--- config.mk ---
export PLATFORM = sky130hd
export DESIGN_NAME = tabu_best_flip_scan_unit
export DESIGN_NICKNAME = d
export VERILOG_FILES = /design/src/rtl/tbfs_pkg.sv /design/src/rtl/tbfs_front.sv /design/src/rtl/tbfs_queue.sv /design/src/rtl/tbfs_back.sv /design/src/rtl/tabu_best_flip_scan_unit.sv
export SDC_FILE = /design/constraint.sdc
export NUM_CORES = 1
export LEC_CHECK = 0
export ABC_AREA = 1
export BUFFER_PORTS_ARGS = -buffer_cell sky130_fd_sc_hd__buf_2
export CORE_UTILIZATION = 56
export DETAILED_ROUTE_END_ITERATION = 10
export PLACE_DENSITY = 0.73
export SLEW_MARGIN = 20
export SYNTH_ARGS = -nofsm -noshare
export SYNTH_HDL_FRONTEND = slang
export SYNTH_HIERARCHICAL = 1
export SYNTH_SLANG_ARGS = --single-unit
--- constraint.sdc ---
create_clock -name aclk -period 5.3 [get_ports aclk]
set_input_delay 1.06 -clock aclk [delete_from_list [all_inputs] [get_ports aclk]]
set_output_delay 1.06 -clock aclk [all_outputs]
set_load 0.01 [all_outputs]
--- src/rtl/tbfs_pkg.sv ---
`default_nettype none

package tbfs_pkg;

    // scan length and field widths
    localparam int MAX_ELEMENTS = 4096;
    localparam int POS_W        = $clog2(MAX_ELEMENTS);
    localparam int IDX_W        = 12;
    localparam int VAL_W        = 32;
    localparam int ITER_W       = 48;
    localparam int SIZE_W       = 13;
    localparam int DEN_W        = SIZE_W + 1;

    // stream payload widths
    localparam int S_TDATA_W = 80;
    localparam int M_TDATA_W = 48;

    // configuration port
    localparam int CFG_W     = 48;
    localparam int CFG_IDX_W = 2;

    localparam logic [CFG_IDX_W-1:0] REG_CURRENT_MEAN    = 2'd0;
    localparam logic [CFG_IDX_W-1:0] REG_BEST_LOCAL_MEAN = 2'd1;
    localparam logic [CFG_IDX_W-1:0] REG_ITERATION       = 2'd2;
    localparam logic [CFG_IDX_W-1:0] REG_SET_SIZE        = 2'd3;

    // saturation bounds of a Q16.16 delta
    localparam logic [VAL_W-1:0] DELTA_MIN = 32'h8000_0000;
    localparam logic [VAL_W-1:0] DELTA_MAX = 32'h7fff_ffff;

    // queue between classifier and evaluator
    localparam int QUEUE_DEPTH = 2;
    localparam int QPTR_W      = $clog2(QUEUE_DEPTH);
    localparam int QCNT_W      = $clog2(QUEUE_DEPTH + 1);

    // bit-serial divider
    localparam int DIV_STEPS = VAL_W;
    localparam int DCNT_W    = $clog2(DIV_STEPS);

    typedef struct packed {
        logic signed [VAL_W-1:0] current_mean;
        logic signed [VAL_W-1:0] best_local_mean;
        logic [ITER_W-1:0]       iteration;
        logic [SIZE_W-1:0]       set_size;
    } tbfs_cfg_t;

    // one classified element, ready for division and selection
    typedef struct packed {
        logic              num_neg;
        logic [VAL_W-1:0]  num_mag;
        logic [DEN_W-1:0]  den;
        logic              usable;
        logic              tabu;
        logic              last;
    } tbfs_item_t;

endpackage

`default_nettype wire

--- src/rtl/tbfs_front.sv ---
`default_nettype none

module tbfs_front (
    input  var tbfs_pkg::tbfs_cfg_t           cfg,
    input  wire                               s_tvalid,
    output logic                              s_tready,
    input  wire [tbfs_pkg::S_TDATA_W-1:0]     s_tdata,
    input  wire                               s_tuser,
    input  wire                               s_tlast,
    input  wire                               q_full,
    output logic                              q_push,
    output tbfs_pkg::tbfs_item_t              q_item
);
    import tbfs_pkg::*;

    logic signed [VAL_W-1:0] gain;
    logic [ITER_W-1:0]       expiry;
    logic signed [VAL_W:0]   gain_x;
    logic signed [VAL_W:0]   mean_x;
    logic signed [VAL_W:0]   diff;
    logic [VAL_W:0]          diff_neg;
    logic                    member;

    assign gain   = s_tdata[VAL_W-1:0];
    assign expiry = s_tdata[VAL_W+ITER_W-1:VAL_W];
    assign member = s_tuser;
    assign gain_x = {gain[VAL_W-1], gain};
    assign mean_x = {cfg.current_mean[VAL_W-1], cfg.current_mean};

    // numerator sign and magnitude; magnitude never exceeds 2^32-1
    assign diff     = member ? (mean_x - gain_x) : (gain_x - mean_x);
    assign diff_neg = -diff;

    always_comb begin
        q_item.num_neg = diff[VAL_W];
        q_item.num_mag = diff[VAL_W] ? diff_neg[VAL_W-1:0] : diff[VAL_W-1:0];
        q_item.den     = member ? ({1'b0, cfg.set_size} - DEN_W'(1))
                                : ({1'b0, cfg.set_size} + DEN_W'(1));
        // removal needs more than two members
        q_item.usable  = !member || (cfg.set_size > SIZE_W'(2));
        q_item.tabu    = expiry > cfg.iteration;
        q_item.last    = s_tlast;
    end

    assign s_tready = !q_full;
    assign q_push   = s_tvalid && !q_full;

endmodule

`default_nettype wire

--- src/rtl/tbfs_queue.sv ---
`default_nettype none

module tbfs_queue (
    input  wire                       aclk,
    input  wire                       aresetn,
    input  wire                       push,
    input  var tbfs_pkg::tbfs_item_t  push_item,
    output logic                      full,
    input  wire                       pop,
    output tbfs_pkg::tbfs_item_t      pop_item,
    output logic                      valid
);
    import tbfs_pkg::*;

    tbfs_item_t          slot_reg [QUEUE_DEPTH];
    logic [QPTR_W-1:0]   wr_ptr_reg, wr_ptr_next;
    logic [QPTR_W-1:0]   rd_ptr_reg, rd_ptr_next;
    logic [QCNT_W-1:0]   count_reg, count_next;

    function automatic logic [QPTR_W-1:0] ptr_inc(input logic [QPTR_W-1:0] p);
        logic [QPTR_W-1:0] r;
        r = (p == QPTR_W'(QUEUE_DEPTH - 1)) ? '0 : p + QPTR_W'(1);
        return r;
    endfunction

    assign full     = (count_reg == QCNT_W'(QUEUE_DEPTH));
    assign valid    = (count_reg != '0);
    assign pop_item = slot_reg[rd_ptr_reg];

    always_comb begin
        wr_ptr_next = push ? ptr_inc(wr_ptr_reg) : wr_ptr_reg;
        rd_ptr_next = pop  ? ptr_inc(rd_ptr_reg) : rd_ptr_reg;
        count_next  = count_reg;
        if (push && !pop) begin
            count_next = count_reg + QCNT_W'(1);
        end else if (pop && !push) begin
            count_next = count_reg - QCNT_W'(1);
        end
    end

    always_ff @(posedge aclk) begin
        if (!aresetn) begin
            wr_ptr_reg <= '0;
            rd_ptr_reg <= '0;
            count_reg  <= '0;
        end else begin
            wr_ptr_reg <= wr_ptr_next;
            rd_ptr_reg <= rd_ptr_next;
            count_reg  <= count_next;
        end
    end

    always_ff @(posedge aclk) begin
        if (push) begin
            slot_reg[wr_ptr_reg] <= push_item;
        end
    end

endmodule

`default_nettype wire

--- src/rtl/tbfs_back.sv ---
`default_nettype none

module tbfs_back (
    input  wire                            aclk,
    input  wire                            aresetn,
    input  var tbfs_pkg::tbfs_cfg_t        cfg,
    input  wire                            q_valid,
    input  var tbfs_pkg::tbfs_item_t       q_item,
    output logic                           q_pop,
    output logic                           m_tvalid,
    input  wire                            m_tready,
    output logic [tbfs_pkg::M_TDATA_W-1:0] m_tdata,
    output logic                           m_tuser
);
    import tbfs_pkg::*;

    localparam logic [1:0] ST_IDLE = 2'd0;
    localparam logic [1:0] ST_DIV  = 2'd1;
    localparam logic [1:0] ST_FIX  = 2'd2;
    localparam logic [1:0] ST_DONE = 2'd3;

    logic [1:0]         state_reg, state_next;
    logic [DCNT_W-1:0]  cnt_reg, cnt_next;
    tbfs_item_t         item_reg;
    logic [VAL_W-1:0]   quo_reg, quo_next;
    logic [DEN_W-1:0]   rem_reg, rem_next;
    logic [VAL_W-1:0]   delta_reg;

    logic [POS_W-1:0]   position_reg, position_next;
    logic [VAL_W-1:0]   leader_delta_reg, leader_delta_next;
    logic [POS_W-1:0]   leader_index_reg, leader_index_next;
    logic               leader_valid_reg, leader_valid_next;

    logic               m_valid_reg, m_valid_next;
    logic               out_found_reg;
    logic [IDX_W-1:0]   out_index_reg;
    logic [VAL_W-1:0]   out_delta_reg;

    // divider step
    logic [DEN_W:0]     rem_sh;
    logic               rem_ge;
    logic [DEN_W:0]     rem_sub;

    // sign fix and saturation
    logic [VAL_W:0]     quo_x;
    logic [VAL_W:0]     quo_signed;
    logic [VAL_W-1:0]   delta_sat;

    // selection
    logic signed [VAL_W:0] aspire_sum;
    logic               admit;
    logic               take;
    logic               out_free;
    logic               done_go;
    logic               emit;
    logic               lead_valid_upd;
    logic [VAL_W-1:0]   lead_delta_upd;
    logic [POS_W-1:0]   lead_index_upd;

    assign rem_sh  = {rem_reg, quo_reg[VAL_W-1]};
    assign rem_ge  = rem_sh >= {1'b0, item_reg.den};
    assign rem_sub = rem_sh - {1'b0, item_reg.den};

    assign quo_x      = {1'b0, quo_reg};
    assign quo_signed = item_reg.num_neg ? -quo_x : quo_x;
    assign delta_sat  = (quo_signed[VAL_W] != quo_signed[VAL_W-1])
                      ? (quo_signed[VAL_W] ? DELTA_MIN : DELTA_MAX)
                      : quo_signed[VAL_W-1:0];

    assign aspire_sum = $signed({cfg.current_mean[VAL_W-1], cfg.current_mean})
                      + $signed({delta_reg[VAL_W-1], delta_reg});
    assign admit = item_reg.usable && (!item_reg.tabu ||
                   aspire_sum > $signed({cfg.best_local_mean[VAL_W-1],
                                         cfg.best_local_mean}));
    assign take  = admit && (!leader_valid_reg ||
                   $signed(delta_reg) > $signed(leader_delta_reg));

    assign lead_valid_upd = leader_valid_reg || take;
    assign lead_delta_upd = take ? delta_reg : leader_delta_reg;
    assign lead_index_upd = take ? position_reg : leader_index_reg;

    assign out_free = !m_valid_reg || m_tready;
    assign done_go  = (state_reg == ST_DONE) && (!item_reg.last || out_free);
    assign emit     = done_go && item_reg.last;
    assign q_pop    = (state_reg == ST_IDLE) && q_valid;

    always_comb begin
        state_next        = state_reg;
        cnt_next          = cnt_reg;
        quo_next          = quo_reg;
        rem_next          = rem_reg;
        position_next     = position_reg;
        leader_delta_next = leader_delta_reg;
        leader_index_next = leader_index_reg;
        leader_valid_next = leader_valid_reg;
        m_valid_next      = m_valid_reg && !m_tready;

        unique case (state_reg)
            ST_IDLE: begin
                if (q_valid) begin
                    quo_next   = q_item.num_mag;
                    rem_next   = '0;
                    cnt_next   = DCNT_W'(DIV_STEPS - 1);
                    state_next = ST_DIV;
                end
            end
            ST_DIV: begin
                quo_next = {quo_reg[VAL_W-2:0], rem_ge};
                rem_next = rem_ge ? rem_sub[DEN_W-1:0] : rem_sh[DEN_W-1:0];
                cnt_next = cnt_reg - DCNT_W'(1);
                if (cnt_reg == '0) begin
                    state_next = ST_FIX;
                end
            end
            ST_FIX: begin
                state_next = ST_DONE;
            end
            ST_DONE: begin
                if (done_go) begin
                    state_next    = ST_IDLE;
                    position_next = (position_reg == POS_W'(MAX_ELEMENTS - 1))
                                  ? '0 : position_reg + POS_W'(1);
                    leader_valid_next = lead_valid_upd;
                    leader_delta_next = lead_delta_upd;
                    leader_index_next = lead_index_upd;
                    if (item_reg.last) begin
                        m_valid_next      = 1'b1;
                        position_next     = '0;
                        leader_valid_next = 1'b0;
                        leader_delta_next = DELTA_MIN;
                        leader_index_next = '0;
                    end
                end
            end
            default: begin
                state_next = ST_IDLE;
            end
        endcase
    end

    always_ff @(posedge aclk) begin
        if (!aresetn) begin
            state_reg        <= ST_IDLE;
            cnt_reg          <= '0;
            position_reg     <= '0;
            leader_delta_reg <= DELTA_MIN;
            leader_index_reg <= '0;
            leader_valid_reg <= 1'b0;
            m_valid_reg      <= 1'b0;
        end else begin
            state_reg        <= state_next;
            cnt_reg          <= cnt_next;
            position_reg     <= position_next;
            leader_delta_reg <= leader_delta_next;
            leader_index_reg <= leader_index_next;
            leader_valid_reg <= leader_valid_next;
            m_valid_reg      <= m_valid_next;
        end
    end

    always_ff @(posedge aclk) begin
        quo_reg <= quo_next;
        rem_reg <= rem_next;
        if (q_pop) begin
            item_reg <= q_item;
        end
        if (state_reg == ST_FIX) begin
            delta_reg <= delta_sat;
        end
        if (emit) begin
            out_found_reg <= lead_valid_upd;
            out_index_reg <= lead_valid_upd ? IDX_W'(lead_index_upd) : '0;
            out_delta_reg <= lead_delta_upd;
        end
    end

    assign m_tvalid = m_valid_reg;
    assign m_tuser  = out_found_reg;
    assign m_tdata  = M_TDATA_W'({out_delta_reg, out_index_reg});

    // the partial remainder stays below the divisor while dividing a usable element
    a_rem_bound: assert property (@(posedge aclk) disable iff (!aresetn)
        (state_reg == ST_DIV && item_reg.usable) |-> (rem_reg < item_reg.den))
        else $error("divider remainder out of range");

    // a result appears only out of the decision step of a last element
    a_emit_src: assert property (@(posedge aclk) disable iff (!aresetn)
        $rose(m_valid_reg) |-> $past(state_reg == ST_DONE && item_reg.last))
        else $error("result raised outside end of scan");

    // end of scan returns the scan state to its start
    a_scan_clear: assert property (@(posedge aclk) disable iff (!aresetn)
        emit |=> (!leader_valid_reg && position_reg == '0))
        else $error("scan state not cleared after result");

    // without a leader the stored delta is the floor value
    a_leader_floor: assert property (@(posedge aclk) disable iff (!aresetn)
        !leader_valid_reg |-> (leader_delta_reg == DELTA_MIN))
        else $error("leader delta set without leader");

endmodule

`default_nettype wire

--- src/rtl/tabu_best_flip_scan_unit.sv ---
`default_nettype none

// best-move scan of a tabu search: one element per input transfer, in scan
// order; each element gets its mean gain delta = (p - f) / (m + 1) when outside
// the set or (f - p) / (m - 1) when inside (never admitted for m <= 2), in
// signed Q16.16, truncated toward zero and saturated to 32 bits; a tabu element
// (expiry > iteration) counts only when f + delta beats the best local mean;
// the first strict maximum is kept and the transfer with tlast set produces one
// result transfer (found flag, scan index, delta) and restarts the scan.
// a front classifier forms numerator, divisor and tabu flag at the input and
// pushes into a two-entry queue, so the input side takes items while the back
// end is busy; the back end takes one element at a time through a load, 32
// steps of the shared bit-serial divider, a sign/saturation step and a
// selection step before the next; that step of a last element waits while
// an earlier result transfer is still pending. configuration registers are
// written through cfg_wr_en / cfg_index / cfg_wdata; the user must write them
// only while the unit is idle, which the block itself does not enforce

module tabu_best_flip_scan_unit (
    input  wire                             aclk,
    input  wire                             aresetn,

    // configuration writes
    input  wire                             cfg_wr_en,
    input  wire [tbfs_pkg::CFG_IDX_W-1:0]   cfg_index,
    input  wire [tbfs_pkg::CFG_W-1:0]       cfg_wdata,

    // element stream
    input  wire                             s_tvalid,
    output logic                            s_tready,
    input  wire [tbfs_pkg::S_TDATA_W-1:0]   s_tdata,   // gain_value[31:0], tabu_expiry[79:32]
    input  wire                             s_tuser,   // in_set
    input  wire                             s_tlast,   // last element of the scan

    // result stream
    output logic                            m_tvalid,
    input  wire                             m_tready,
    output logic [tbfs_pkg::M_TDATA_W-1:0]  m_tdata,   // best_index[11:0], move_delta[43:12], zeros
    output logic                            m_tuser    // found
);
    import tbfs_pkg::*;

    tbfs_cfg_t   cfg_reg;
    tbfs_item_t  front_item;
    tbfs_item_t  queue_item;
    logic        front_push;
    logic        queue_full;
    logic        queue_valid;
    logic        queue_pop;

    // configuration registers, all clear to zero
    always_ff @(posedge aclk) begin
        if (!aresetn) begin
            cfg_reg <= '0;
        end else if (cfg_wr_en) begin
            unique case (cfg_index)
                REG_CURRENT_MEAN:    cfg_reg.current_mean    <= cfg_wdata[VAL_W-1:0];
                REG_BEST_LOCAL_MEAN: cfg_reg.best_local_mean <= cfg_wdata[VAL_W-1:0];
                REG_ITERATION:       cfg_reg.iteration       <= cfg_wdata[ITER_W-1:0];
                REG_SET_SIZE:        cfg_reg.set_size        <= cfg_wdata[SIZE_W-1:0];
                default: begin
                end
            endcase
        end
    end

    // classify at the input side
    tbfs_front u_front (
        .cfg      (cfg_reg),
        .s_tvalid (s_tvalid),
        .s_tready (s_tready),
        .s_tdata  (s_tdata),
        .s_tuser  (s_tuser),
        .s_tlast  (s_tlast),
        .q_full   (queue_full),
        .q_push   (front_push),
        .q_item   (front_item)
    );

    // decouples input transfers from the divider
    tbfs_queue u_queue (
        .aclk      (aclk),
        .aresetn   (aresetn),
        .push      (front_push),
        .push_item (front_item),
        .full      (queue_full),
        .pop       (queue_pop),
        .pop_item  (queue_item),
        .valid     (queue_valid)
    );

    // divide, saturate, select the leader, emit at end of scan
    tbfs_back u_back (
        .aclk     (aclk),
        .aresetn  (aresetn),
        .cfg      (cfg_reg),
        .q_valid  (queue_valid),
        .q_item   (queue_item),
        .q_pop    (queue_pop),
        .m_tvalid (m_tvalid),
        .m_tready (m_tready),
        .m_tdata  (m_tdata),
        .m_tuser  (m_tuser)
    );

endmodule

`default_nettype wire

==> out/metrics.csv <==
metric,value,unit
outcome,finished clean,
layout cell share with drive strength beyond 1,10.43,%
Max-Cap Viols,0,
Design Power,14.58,mW
first-pass GRT wire length,122.2,mm
TNS Setup,0,ns
Routed WL,77.54,mm
crit-path max FO,26,
endpoints failing setup,0,
CP required,5.66,ns
"Hold Vio Cnt, Final",0,
PD cells,439.1,nW/µm²
post-synth top area cell,edfxtp_1,
Crit Path Class,reg2reg,
Clock Skew,0.02968,ns
hpwl dp,59.64,mm
Detail Route Antenna Nets,0,
Worst Path Arrival,5.21,ns
CTS Buf Count,47,
Synth Flop Type,edfxtp_1,
register bit total from synthesis,436,
vias in the first global route,24110,
"Reg clk slew, reported paths",0.06,ns
vias,26120,
Clock Tree Root,clkbuf_16,
Max Freq,206.1,MHz
Peak supply drop,0.3589,mV
H-tree Lvls,2,
sequential share of power,35.6,%
Critical Path End Type,flop,
CTS sink cnt,436,
chip width,234.4,µm
hold_buf cts,0,
Synth top area share,23.93,%
Clock Latency Late Sink,0.61,ns
Area Overhead vs Synth,9.754,%
RSZ-0062 raised after global routing,no,
CTS tree,yes,
DRT Pass-1 Iters,8,
vias per cell,5.270,
DRC errors left,0,
port bufs,183,
mapped cell area,30250,µm²
grt total ovfl,0,
Post-CTS Repair Setup Buffers,0,
Sw Ratio,39.14,%
synth warn,6,
Clock Power Share,24.1,%
Final Util,62.67,%
async set-reset flop share out of synthesis,0,%
row count,84,
min Tclk post-route,4.853,ns
register area share after synthesis,36.83,%
initial antenna violation count,3,
Layout fillers,4859,
Largest register FFs,125,
sw power,5.706,mW
initial core utilization,57.10,%
Die H,234.4,µm
Slew HR,31.65,%
RD Place Congestion,0.9685,
Mean Syn Cell Area,7.402,µm²
number of synthesized flops with an enable pin,241,
R2R cell count,24,
IO Count,188,
Synth cell types,58,
Post-CTS Resized,0,
die area,54950,µm²
Mapped Cells,4086,
"top cells by area, synth","edfxtp_1 24%, nand2_1 13%, dfxtp_1 13%",
Tcrit/Tclk final,91.57,%
CTS Buffer Depth,3,
Setup crit start kind,flop,
Leak,15.85,nW
Int Pwr,8.872,mW
largest net degree at the start of global routing,97,
WL/cell,15.65,µm
Comb power frac,40.3,%
worst slew pin tran,1.025,ns
final net count,4617,
diode count,0,
Starting DRT DRC Count,1841,
Slew Limit Fails,0,
WHS Path Cells,2,
Placeable Area,52970,µm²
GRT Util Overall,28.25,%
worst min path class,reg2reg,
-- cells in the final DEF (no fill, tap or decap), types with 13 or more instances in the layout --
cell and instances:
edfxtp_1 241, o21ai_0 123, and2_1 37, xnor2_1 28, nand2_2 43, nand3b_1 21, clkbuf_16 47, nand3_2 13
nand3_1 229, dfxtp_1 194, nor2_1 436, ha_1 245, mux2_4 50, nor3_1 30, nor4_1 13, buf_2 182
nand2_1 1084, o21bai_1 13, nand4_1 34, xor2_1 78, buf_4 26, inv_1 667, nor2_2 18, a21oi_1 263
-- logic make-up (layout without fill, tap and decap cells) --
family,count (synthesis),after routing,synth area share [%]
AOI/OAI and AO/OA,465,465,8.364
xor gates and xnor gates,106,106,3.069
other,1,4,0.01240
and+or+nand+nor,1986,1986,28.01
muxes,50,50,2.482
buffers and inverters,792,971,10.76
adders and majority gates,250,250,10.47
DFF,436,436,36.83
-- power by group through the flow --
stage	clock [mW]	sequential [mW]	combinational, mW
after CTS	3.58	5.17	5.85
after global placement	0	5.21	5.71
after floorplan	0	4.99	4.62
after global routing	3.70	5.24	6.62
after detailed placement	0	5.23	5.81
final	3.51	5.19	5.88
-- stage by stage --
stage	setup WS, ns	cells	area (µm²)	hold WS (ns)
CTS	0.5685	4956	33200	0.4653
finish	0.4470	4956	33200	0.4664
global route	0.03948	4956	33200	0.4845
detailed placement	0.5803	4869	31560	0.4552
floorplan	1.297	4089	30260	0.4453
global placement	0.6931	4869	31560	0.4512
-- final timing paths --
check                             start                          to  slack (ns)
min reg2reg  u_back/leader_index_reg[7]  u_back/leader_index_reg[7]        0.47
max reg2reg                 cfg_reg[93]    u_back/out_delta_reg[12]        0.45
max                         cfg_reg[93]    u_back/out_delta_reg[12]        0.45
min          u_back/leader_index_reg[7]  u_back/leader_index_reg[7]        0.47
-- final cells by class --
type,instances,area [µm²],area share [%]
clock buffer,56,1230,3.705
clock inverter,31,402.9,1.214
inverter,675,2534,7.632
multi-input combinational,2861,15900,47.89
sequential,436,11140,33.57
tap,688,860.8,2.593
timing repair buffer,209,1126,3.392
-- critical path, stage by stage (launching register included) --
cell and delay (ns):
dfxtp_1 0.38, ha_1 0.22, inv_1 0.08, fa_1 0.42, nor4_1 0.39, nor2_1 0.13, o21ai_1 0.27, a21oi_1 0.15
o21ai_1 0.20, a21oi_1 0.11, xnor2_1 0.14, ha_1 0.29, nand2_1 0.07, nor2_1 0.13, nand2_1 0.07, nor3_1 0.22
nand3b_1 0.14, nand3_1 0.10, nand2_1 0.05, nand3_1 0.14, nand2_1 0.11, inv_2 0.11, buf_4 0.33, nand3_1 0.17
and2_1 0.20
-- routing by layer --
layer / global-route usage [%] / vias to the layer above / part of all wire [%]
met1: 38.14 / 11900 / 45
met2: 46.03 / 764 / 45
met3: 4.244 / 129 / 6.8
li1: - / 13320 / -
met4: 9.758 / 2 / 3.1
met5: 0 / - / 0.017
-- synthesized netlist by cell type (14+ instances only) --
cell,instances
xnor2_1,28
and2_1,37
a21oi_1,263
nand3b_1,21
mux2_4,50
inv_1,668
ha_1,245
nor2_1,439
xor2_1,78
clkbuf_1,36
buf_2,48
nor3_1,30
nand2_2,43
edfxtp_1,241
o21ai_0,124
nand4_1,34
nand3_2,14
nand2_1,1084
dfxtp_1,195
nand3_1,229
nor2_2,17
Power figures use the tool's default switching activity.
